**config.mk**
```make
export PLATFORM = sky130hd
export DESIGN_NAME = fsbc_plane_lane
export DESIGN_NICKNAME = d
export VERILOG_FILES = /design/src/rtl/fsbc_pkg.sv /design/src/rtl/fsbc_plane_lane.sv
export SDC_FILE = /design/constraint.sdc
export NUM_CORES = 2
export LEC_CHECK = 0
export ABC_CLOCK_PERIOD_IN_PS = 10400
export BUFFER_PORTS_ARGS = -buffer_cell sky130_fd_sc_hd__buf_2
export CORE_ASPECT_RATIO = 1.25
export CORE_MARGIN = 2
export CORE_UTILIZATION = 68
export CTS_CLUSTER_SIZE = 40
export DETAILED_ROUTE_END_ITERATION = 8
export PLACE_DENSITY = 0.84
export SYNTH_ARGS = -nofsm -noshare
export SYNTH_HDL_FRONTEND = slang
export SYNTH_SLANG_ARGS = --single-unit
```
**constraint.sdc**
```tcl
create_clock -name clk_i -period 10.4 [get_ports clk_i]
set_input_delay 1.04 -clock clk_i [delete_from_list [all_inputs] [get_ports clk_i]]
set_output_delay 1.04 -clock clk_i [all_outputs]
set_load 0.01 [all_outputs]
```
**src/rtl/fsbc_pkg.sv**
```systemverilog
// types and constants of the frustum cull block
// no dependencies
package fsbc_pkg;

  localparam int NumPlanes     = 6;
  localparam int NumSidePlanes = 4;
  localparam int NumAxes       = 3;
  localparam int PlaneWidth    = 64;
  localparam int NormWidth     = 16;
  localparam int FracBits      = 14;
  localparam int CfgIdxWidth   = 3;

  typedef enum logic [CfgIdxWidth-1:0] {
    CFG_PLANE_RIGHT  = 3'd0,
    CFG_PLANE_LEFT   = 3'd1,
    CFG_PLANE_TOP    = 3'd2,
    CFG_PLANE_BOTTOM = 3'd3,
    CFG_PLANE_FAR    = 3'd4,
    CFG_PLANE_NEAR   = 3'd5,
    CFG_IGNORE_DEPTH = 3'd6
  } cfg_idx_e;

  typedef enum logic {
    REQ_SPHERE = 1'b0,
    REQ_BOX    = 1'b1
  } req_type_e;

  typedef struct packed {
    logic signed [NormWidth-1:0] d;
    logic signed [NormWidth-1:0] nz;
    logic signed [NormWidth-1:0] ny;
    logic signed [NormWidth-1:0] nx;
  } plane_t;

  typedef struct packed {
    logic load_prod;
    logic load_sum;
  } fsbc_adv_t;

endpackage

```
**src/rtl/fsbc_plane_lane.sv**
```systemverilog
// one plane lane: products, partial sums and the outside test for one plane
// depends on fsbc_pkg
module fsbc_plane_lane #(
  parameter int CoordWidth = 16
) (
  input  logic                         clk_i,
  input  fsbc_pkg::fsbc_adv_t          adv_i,
  input  fsbc_pkg::plane_t             plane_i,
  input  logic signed [CoordWidth-1:0] first_i  [fsbc_pkg::NumAxes],
  input  logic signed [CoordWidth-1:0] second_i [fsbc_pkg::NumAxes],
  input  logic                         is_box_i,
  input  logic [CoordWidth-2:0]        radius_i,
  output logic                         hit_o
);
  import fsbc_pkg::*;

  localparam int ProdWidth = CoordWidth + NormWidth;
  localparam int SumWidth  = ((ProdWidth > 30) ? ProdWidth : 30) + 3;

  logic signed [NormWidth-1:0] norm    [NumAxes];
  logic signed [ProdWidth-1:0] prod_a_d [NumAxes];
  logic signed [ProdWidth-1:0] prod_b_d [NumAxes];
  logic signed [ProdWidth-1:0] prod_a_q [NumAxes];
  logic signed [ProdWidth-1:0] prod_b_q [NumAxes];
  logic signed [ProdWidth-1:0] term    [NumAxes];
  logic signed [SumWidth-1:0]  off_ext;
  logic signed [SumWidth-1:0]  rad_ext;
  logic signed [SumWidth-1:0]  sum_xy_d, sum_xy_q;
  logic signed [SumWidth-1:0]  sum_zb_d, sum_zb_q;
  logic signed [SumWidth-1:0]  total;

  assign norm[0] = plane_i.nx;
  assign norm[1] = plane_i.ny;
  assign norm[2] = plane_i.nz;

  always_comb begin
    for (int k = 0; k < NumAxes; k++) begin
      prod_a_d[k] = ProdWidth'(norm[k]) * ProdWidth'(first_i[k]);
      prod_b_d[k] = ProdWidth'(norm[k]) * ProdWidth'(second_i[k]);
    end
  end

  always_ff @(posedge clk_i) begin
    if (adv_i.load_prod) begin
      prod_a_q <= prod_a_d;
      prod_b_q <= prod_b_d;
    end
  end

  // box takes the larger product per axis, sphere the center product
  always_comb begin
    for (int k = 0; k < NumAxes; k++) begin
      if (is_box_i && (prod_b_q[k] > prod_a_q[k])) begin
        term[k] = prod_b_q[k];
      end else begin
        term[k] = prod_a_q[k];
      end
    end
  end

  assign off_ext  = SumWidth'(plane_i.d) <<< FracBits;
  assign rad_ext  = SumWidth'({1'b0, radius_i}) <<< FracBits;
  assign sum_xy_d = SumWidth'(term[0]) + SumWidth'(term[1]);
  assign sum_zb_d = SumWidth'(term[2]) + off_ext + rad_ext;

  always_ff @(posedge clk_i) begin
    if (adv_i.load_sum) begin
      sum_xy_q <= sum_xy_d;
      sum_zb_q <= sum_zb_d;
    end
  end

  assign total = sum_xy_q + sum_zb_q;
  assign hit_o = total[SumWidth-1] || (total == '0);

endmodule

```
# == Word-level counts from Yosys, hierarchy flattened ==
# Index checks and enable logic that the tools add are counted.
# classes
addsub,4
n_mul,6
n_lt_le_gt_ge,3
n_mux,3
n_reduce_logical,5
# op_table
op,n
multiplier 16 x 16 -> 32 bit,6
greater-than comparator 32 bit,3
two-way mux 32 bit,3
adder 35 bit,1
logical NOT 35 bit,1
adder 33 x 30 -> 34 bit,1
adder 32 x 30 -> 33 bit,1
adder 32 x 32 -> 33 bit,1
logical AND 1 bit,3
logical OR 1 bit,1
# totals
regBits,262
inputBits,179
out_inout_bits,1
wordCells,29

# == Depth between registers and ports, before layout ==
# logic_depth
word_depth,5
mapped_depth,30

# == Worst setup path after synthesis ==
# OpenSTA, ideal clock, no wires.
# synth_path
kind,input port to flip-flop
startpoint,input port plane_i[47] (netlist bit)
endpoint,register prod_a_q[31] (netlist bit) (data pin)
setup_time_ns,0.260
arrival_time_ns,6.897
t_required_ns,10.140
path_slack_ns,3.243
cell_stages,23
cell_sequence,clkbuf_1 nand2_1 inv_1 fa_1 fa_1 fa_1 fa_1 fa_1 inv_1 fa_1 inv_1 ha_1 a21o_1 a21o_1 a21o_1 a21oi_1 nand2_1 o21a_1 a41o_1 o41a_1 a21o_1 a21oi_1 xnor2_1
# synth_lines
element,line_no,source
start: declaration,fsbc_plane_lane.sv:8,"input fsbc_pkg::plane_t plane_i,"
end signal: assignment,fsbc_plane_lane.sv:45,prod_a_q <= prod_a_d;
end: declaration,fsbc_plane_lane.sv:23,logic signed [ProdWidth-1:0] prod_a_q [NumAxes];

==> run_summary.xml <==
<?xml version="1.0" encoding="UTF-8"?>
<metrics>
  <group name="clock_tree">
    <metric name="post_cts_buffers" unit="">0</metric>
    <metric name="worst_skew_pair.late_latency" unit="ns">0.59</metric>
    <metric name="clk_root_buffer_cell" unit="">sky130_fd_sc_hd__clkbuf_16</metric>
    <metric name="clock_tree_buf_depth" unit="">3</metric>
    <metric name="ctsHoldBuffers" unit="">0</metric>
    <metric name="tritoncts_num_sinks" unit="">259</metric>
    <metric name="tritoncts.num_buffers" unit="">30</metric>
    <metric name="tritoncts" unit="">yes</metric>
    <metric name="htreeDepth" unit="">1</metric>
    <metric name="cts_resized" unit="">0</metric>
    <metric name="worst_setup_hold_path_clk_slew" unit="ns">0.06</metric>
  </group>
  <group name="logic_synthesis">
    <metric name="syn-mean-instance-area" unit="µm²">9.56</metric>
    <metric name="synth_edf_count" unit="">259</metric>
    <metric name="synthesis.yosys.warnings" unit="">0</metric>
    <metric name="yosys_most_used_dff" unit="">sky130_fd_sc_hd__edfxtp_1</metric>
    <metric name="syn_nets" unit="">10300</metric>
    <metric name="netlist_instances" unit="">7817</metric>
    <metric name="synth.cell_area" unit="µm²">74700</metric>
    <metric name="ys_seq_elements" unit="">259</metric>
    <metric name="yosysTopAreaCellShare" unit="%">42.6</metric>
    <metric name="number_of_library_cell_types_mapped_by_synthesis" unit="">78</metric>
    <metric name="yosysSeqAreaShare" unit="%">10.4</metric>
    <metric name="synth-async-reset-ratio" unit="%">0</metric>
    <metric name="synth_top_cell_by_area" unit="">sky130_fd_sc_hd__fa_1</metric>
    <metric name="synth_top_cells_by_count" unit="">1886 x sky130_fd_sc_hd__inv_1, 1590 x sky130_fd_sc_hd__fa_1, 789 x sky130_fd_sc_hd__nand2_1, 785 x sky130_fd_sc_hd__and2_1, 675 x sky130_fd_sc_hd__ha_1</metric>
    <metric name="post_synth_main_area_contributors" unit="">sky130_fd_sc_hd__fa_1 43%, sky130_fd_sc_hd__ha_1 11%, sky130_fd_sc_hd__edfxtp_1 10%</metric>
    <metric name="post-synth-top-count-cell" unit="">sky130_fd_sc_hd__inv_1</metric>
  </group>
  <group name="route">
    <metric name="avgViaCountPerCell" unit="">5.87</metric>
    <metric name="first_pass_iters" unit="">9</metric>
    <metric name="initialDrtViolationCount" unit="">3951</metric>
    <metric name="drt-wirelength-per-cell" unit="µm">19.4</metric>
    <metric name="antenna_left" unit="">0</metric>
    <metric name="remaining_drc_errors" unit="">0</metric>
    <metric name="totalWireLength" unit="µm">179000</metric>
    <metric name="vias" unit="">54200</metric>
  </group>
  <group name="die">
    <metric name="dieArea" unit="µm²">113000</metric>
    <metric name="initial_utilization" unit="%">68.8</metric>
    <metric name="core-area" unit="µm²">109000</metric>
    <metric name="core.rowCount" unit="">135</metric>
    <metric name="fp.dieW" unit="µm">300</metric>
    <metric name="chipHeight" unit="µm">375</metric>
    <metric name="pin_count" unit="">180</metric>
  </group>
  <group name="timing">
    <metric name="fmaxAchievable" unit="MHz">134</metric>
    <metric name="period_share" unit="%">71.6</metric>
    <metric name="worst_hold_slack_across_all_endpoints" unit="ns">0.580</metric>
    <metric name="grt_setup_unrepaired" unit="">no</metric>
    <metric name="tns" unit="ns">0</metric>
    <metric name="timing.final.setup_violations" unit="">0</metric>
    <metric name="clock-skew-final" unit="ns">0.0188</metric>
    <metric name="timing_worst_slew_pin_value" unit="ns">1.03</metric>
    <metric name="final_max_slew_viol_count" unit="">0</metric>
    <metric name="shortest_period_the_worst_path_allows" unit="ns">7.44</metric>
    <metric name="final_hold_viol_count" unit="">0</metric>
    <metric name="max-slew-margin-rel" unit="%">31.3</metric>
  </group>
  <group name="global_route">
    <metric name="first_global_vias" unit="">59900</metric>
    <metric name="number_of_antenna_violations_at_the_first_check_in_global_routing" unit="">13</metric>
    <metric name="grt.total_usage" unit="%">33.5</metric>
    <metric name="global_route.overflow_total" unit="">0</metric>
    <metric name="wire_length_of_the_first_global_routing_pass" unit="µm">300000</metric>
    <metric name="grt_max_degree" unit="">80</metric>
  </group>
  <group name="critical_path">
    <metric name="timing.critical_path.buf_inv" unit="">2</metric>
    <metric name="crit_required" unit="ns">10.73</metric>
    <metric name="path_common_cell" unit="">sky130_fd_sc_hd__fa_1</metric>
    <metric name="worstSetupPathType" unit="">in2reg</metric>
    <metric name="path_cells" unit="">buf_2 -&gt; nand2_1 -&gt; fa_1 -&gt; fa_1 -&gt; fa_1 -&gt; fa_1 -&gt; inv_1 -&gt; fa_1 -&gt; fa_1 -&gt; ha_1 -&gt; a21o_1 -&gt; a21o_1 -&gt; a2111oi_2 -&gt; nor3_1 -&gt; o22a_1 -&gt; a221oi_2 -&gt; nor2b_1 -&gt; o221ai_2 -&gt; o2111ai_1 -&gt; a21oi_1 -&gt; xnor2_1</metric>
    <metric name="worstSetupStartpointType" unit="">primary input</metric>
    <metric name="critPathCaptureType" unit="">flop</metric>
    <metric name="critical_path.max_fanout" unit="">32</metric>
    <metric name="crit_path_top_delay_cell" unit="">sky130_fd_sc_hd__buf_2</metric>
    <metric name="critical_path_arrival" unit="ns">7.78</metric>
    <metric name="worst_path_dominant_cell_family" unit="">adder cells</metric>
    <metric name="critical_path.max_stage_delay" unit="ns">0.59</metric>
  </group>
  <group name="placement">
    <metric name="place.port_buffers" unit="">179</metric>
    <metric name="place_congestion" unit="">0.946</metric>
    <metric name="dp.final_hpwl" unit="µm">146000</metric>
  </group>
  <group name="cells_and_area">
    <metric name="layout-area-overhead-vs-synth" unit="%">3.66</metric>
    <metric name="num-nets-final" unit="">10200</metric>
    <metric name="regArea" unit="µm²">7780</metric>
    <metric name="multi_input_area" unit="µm²">58800</metric>
    <metric name="final.fill_count" unit="">7699</metric>
    <metric name="layout-drive-gt1-share" unit="%">4.28</metric>
  </group>
  <group name="run_status">
    <metric name="status" unit="">finished, final reports clean</metric>
  </group>
  <group name="hold_path">
    <metric name="hold_path_class" unit="">reg2reg</metric>
  </group>
  <group name="flow_run">
    <metric name="max_cap_violations" unit="">0</metric>
  </group>
</metrics>
per-layer routing:
metal | wire, µm | vias to the layer above | global-route usage, %
met5 | 24 | - | 0
met4 | 10600 | 4 | 16.7
met3 | 12900 | 627 | 3.83
met2 | 91100 | 2375 | 58.1
met1 | 64700 | 27500 | 41.6
li1 | - | 23700 | -
metrics by stage:
step / cell area (µm²) / utilization, % / instances / setup slack [ns]
4_1_cts: 77400 / 71.3 / 9224 / 3.06
3_3_place_gp: 76500 / 70.4 / 9172 / 2.58
3_5_place_dp: 76500 / 70.4 / 9172 / 2.46
2_1_floorplan: 74700 / - / 7817 / 3.24
6_report: 77400 / 71.3 / 9235 / 2.96
5_1_grt: 77400 / 71.3 / 9234 / 2.59
path summary, 6_finish.rpt:
kind	startpoint	endpoint	slack, ns	depth (start not counted)
max	plane_i[10]	prod_b_q[95]	2.96	21
min	prod_a_q[10]	sum_zb_q[10]	0.58	1
max reg2reg	prod_a_q[33]	sum_xy_q[31]	3.02	26
min reg2reg	prod_a_q[10]	sum_zb_q[10]	0.58	1
cell usage in the layout (no fill, tap or decap), types with 12 or more instances in the layout:
cell type / n
sky130_fd_sc_hd__buf_2: 178
sky130_fd_sc_hd__nand4_1: 37
sky130_fd_sc_hd__o21bai_1: 41
sky130_fd_sc_hd__nor2_1: 187
sky130_fd_sc_hd__a21oi_1: 211
sky130_fd_sc_hd__fa_1: 1590
sky130_fd_sc_hd__nand3_1: 50
sky130_fd_sc_hd__inv_1: 1886
sky130_fd_sc_hd__and2_1: 785
sky130_fd_sc_hd__a221o_1: 32
sky130_fd_sc_hd__and3_1: 23
sky130_fd_sc_hd__buf_4: 12
sky130_fd_sc_hd__xor2_1: 55
sky130_fd_sc_hd__o21a_1: 45
sky130_fd_sc_hd__clkbuf_16: 31
sky130_fd_sc_hd__a211oi_1: 23
sky130_fd_sc_hd__o21ai_0: 108
sky130_fd_sc_hd__xnor2_1: 213
sky130_fd_sc_hd__nor2b_1: 30
sky130_fd_sc_hd__a21o_1: 119
sky130_fd_sc_hd__nand2_1: 789
sky130_fd_sc_hd__edfxtp_1: 259
sky130_fd_sc_hd__ha_1: 675
sky130_fd_sc_hd__nor3_1: 38
sky130_fd_sc_hd__mux2_2: 63
sky130_fd_sc_hd__nor4_1: 12
sky130_fd_sc_hd__nand2b_1: 49
sky130_fd_sc_hd__a22o_1: 31
flip-flops by register name, indices dropped and copies added, names as in the netlist:
register,flops
prod_a_q,96
prod_b_q,96
sum_zb_q,34
sum_xy_q,33
kinds of logic (layout without fill, tap and decap cells):
kind of cell	count (synthesis)	after routing	synth area share (%)
buffers and inverters	2160	2129	10.9
flip-flops	259	259	10.4
AO/OA/AOI/OAI	755	755	6.89
multiplexers	75	75	1.11
other	0	11	0
AND/OR/NAND/NOR	2035	2035	13.7
adder cells (fa/ha/maj)	2265	2265	53.9
XOR/XNOR	268	268	3.14
final cells by class:
| cell class | count | share of cell area [%] |
|---|---|---|
| antenna | 11 | 0.0355 |
| sequential | 259 | 10.0 |
| multi-input combinational | 5398 | 76.0 |
| tap | 1438 | 2.32 |
| clock inverter | 15 | 0.176 |
| timing repair buffer | 191 | 1.28 |
| clock buffer | 37 | 1.03 |
| inverter | 1886 | 9.14 |
Power is not shown: default switching activity piles up to over one toggle a cycle in this logic, so the estimate is an artifact.
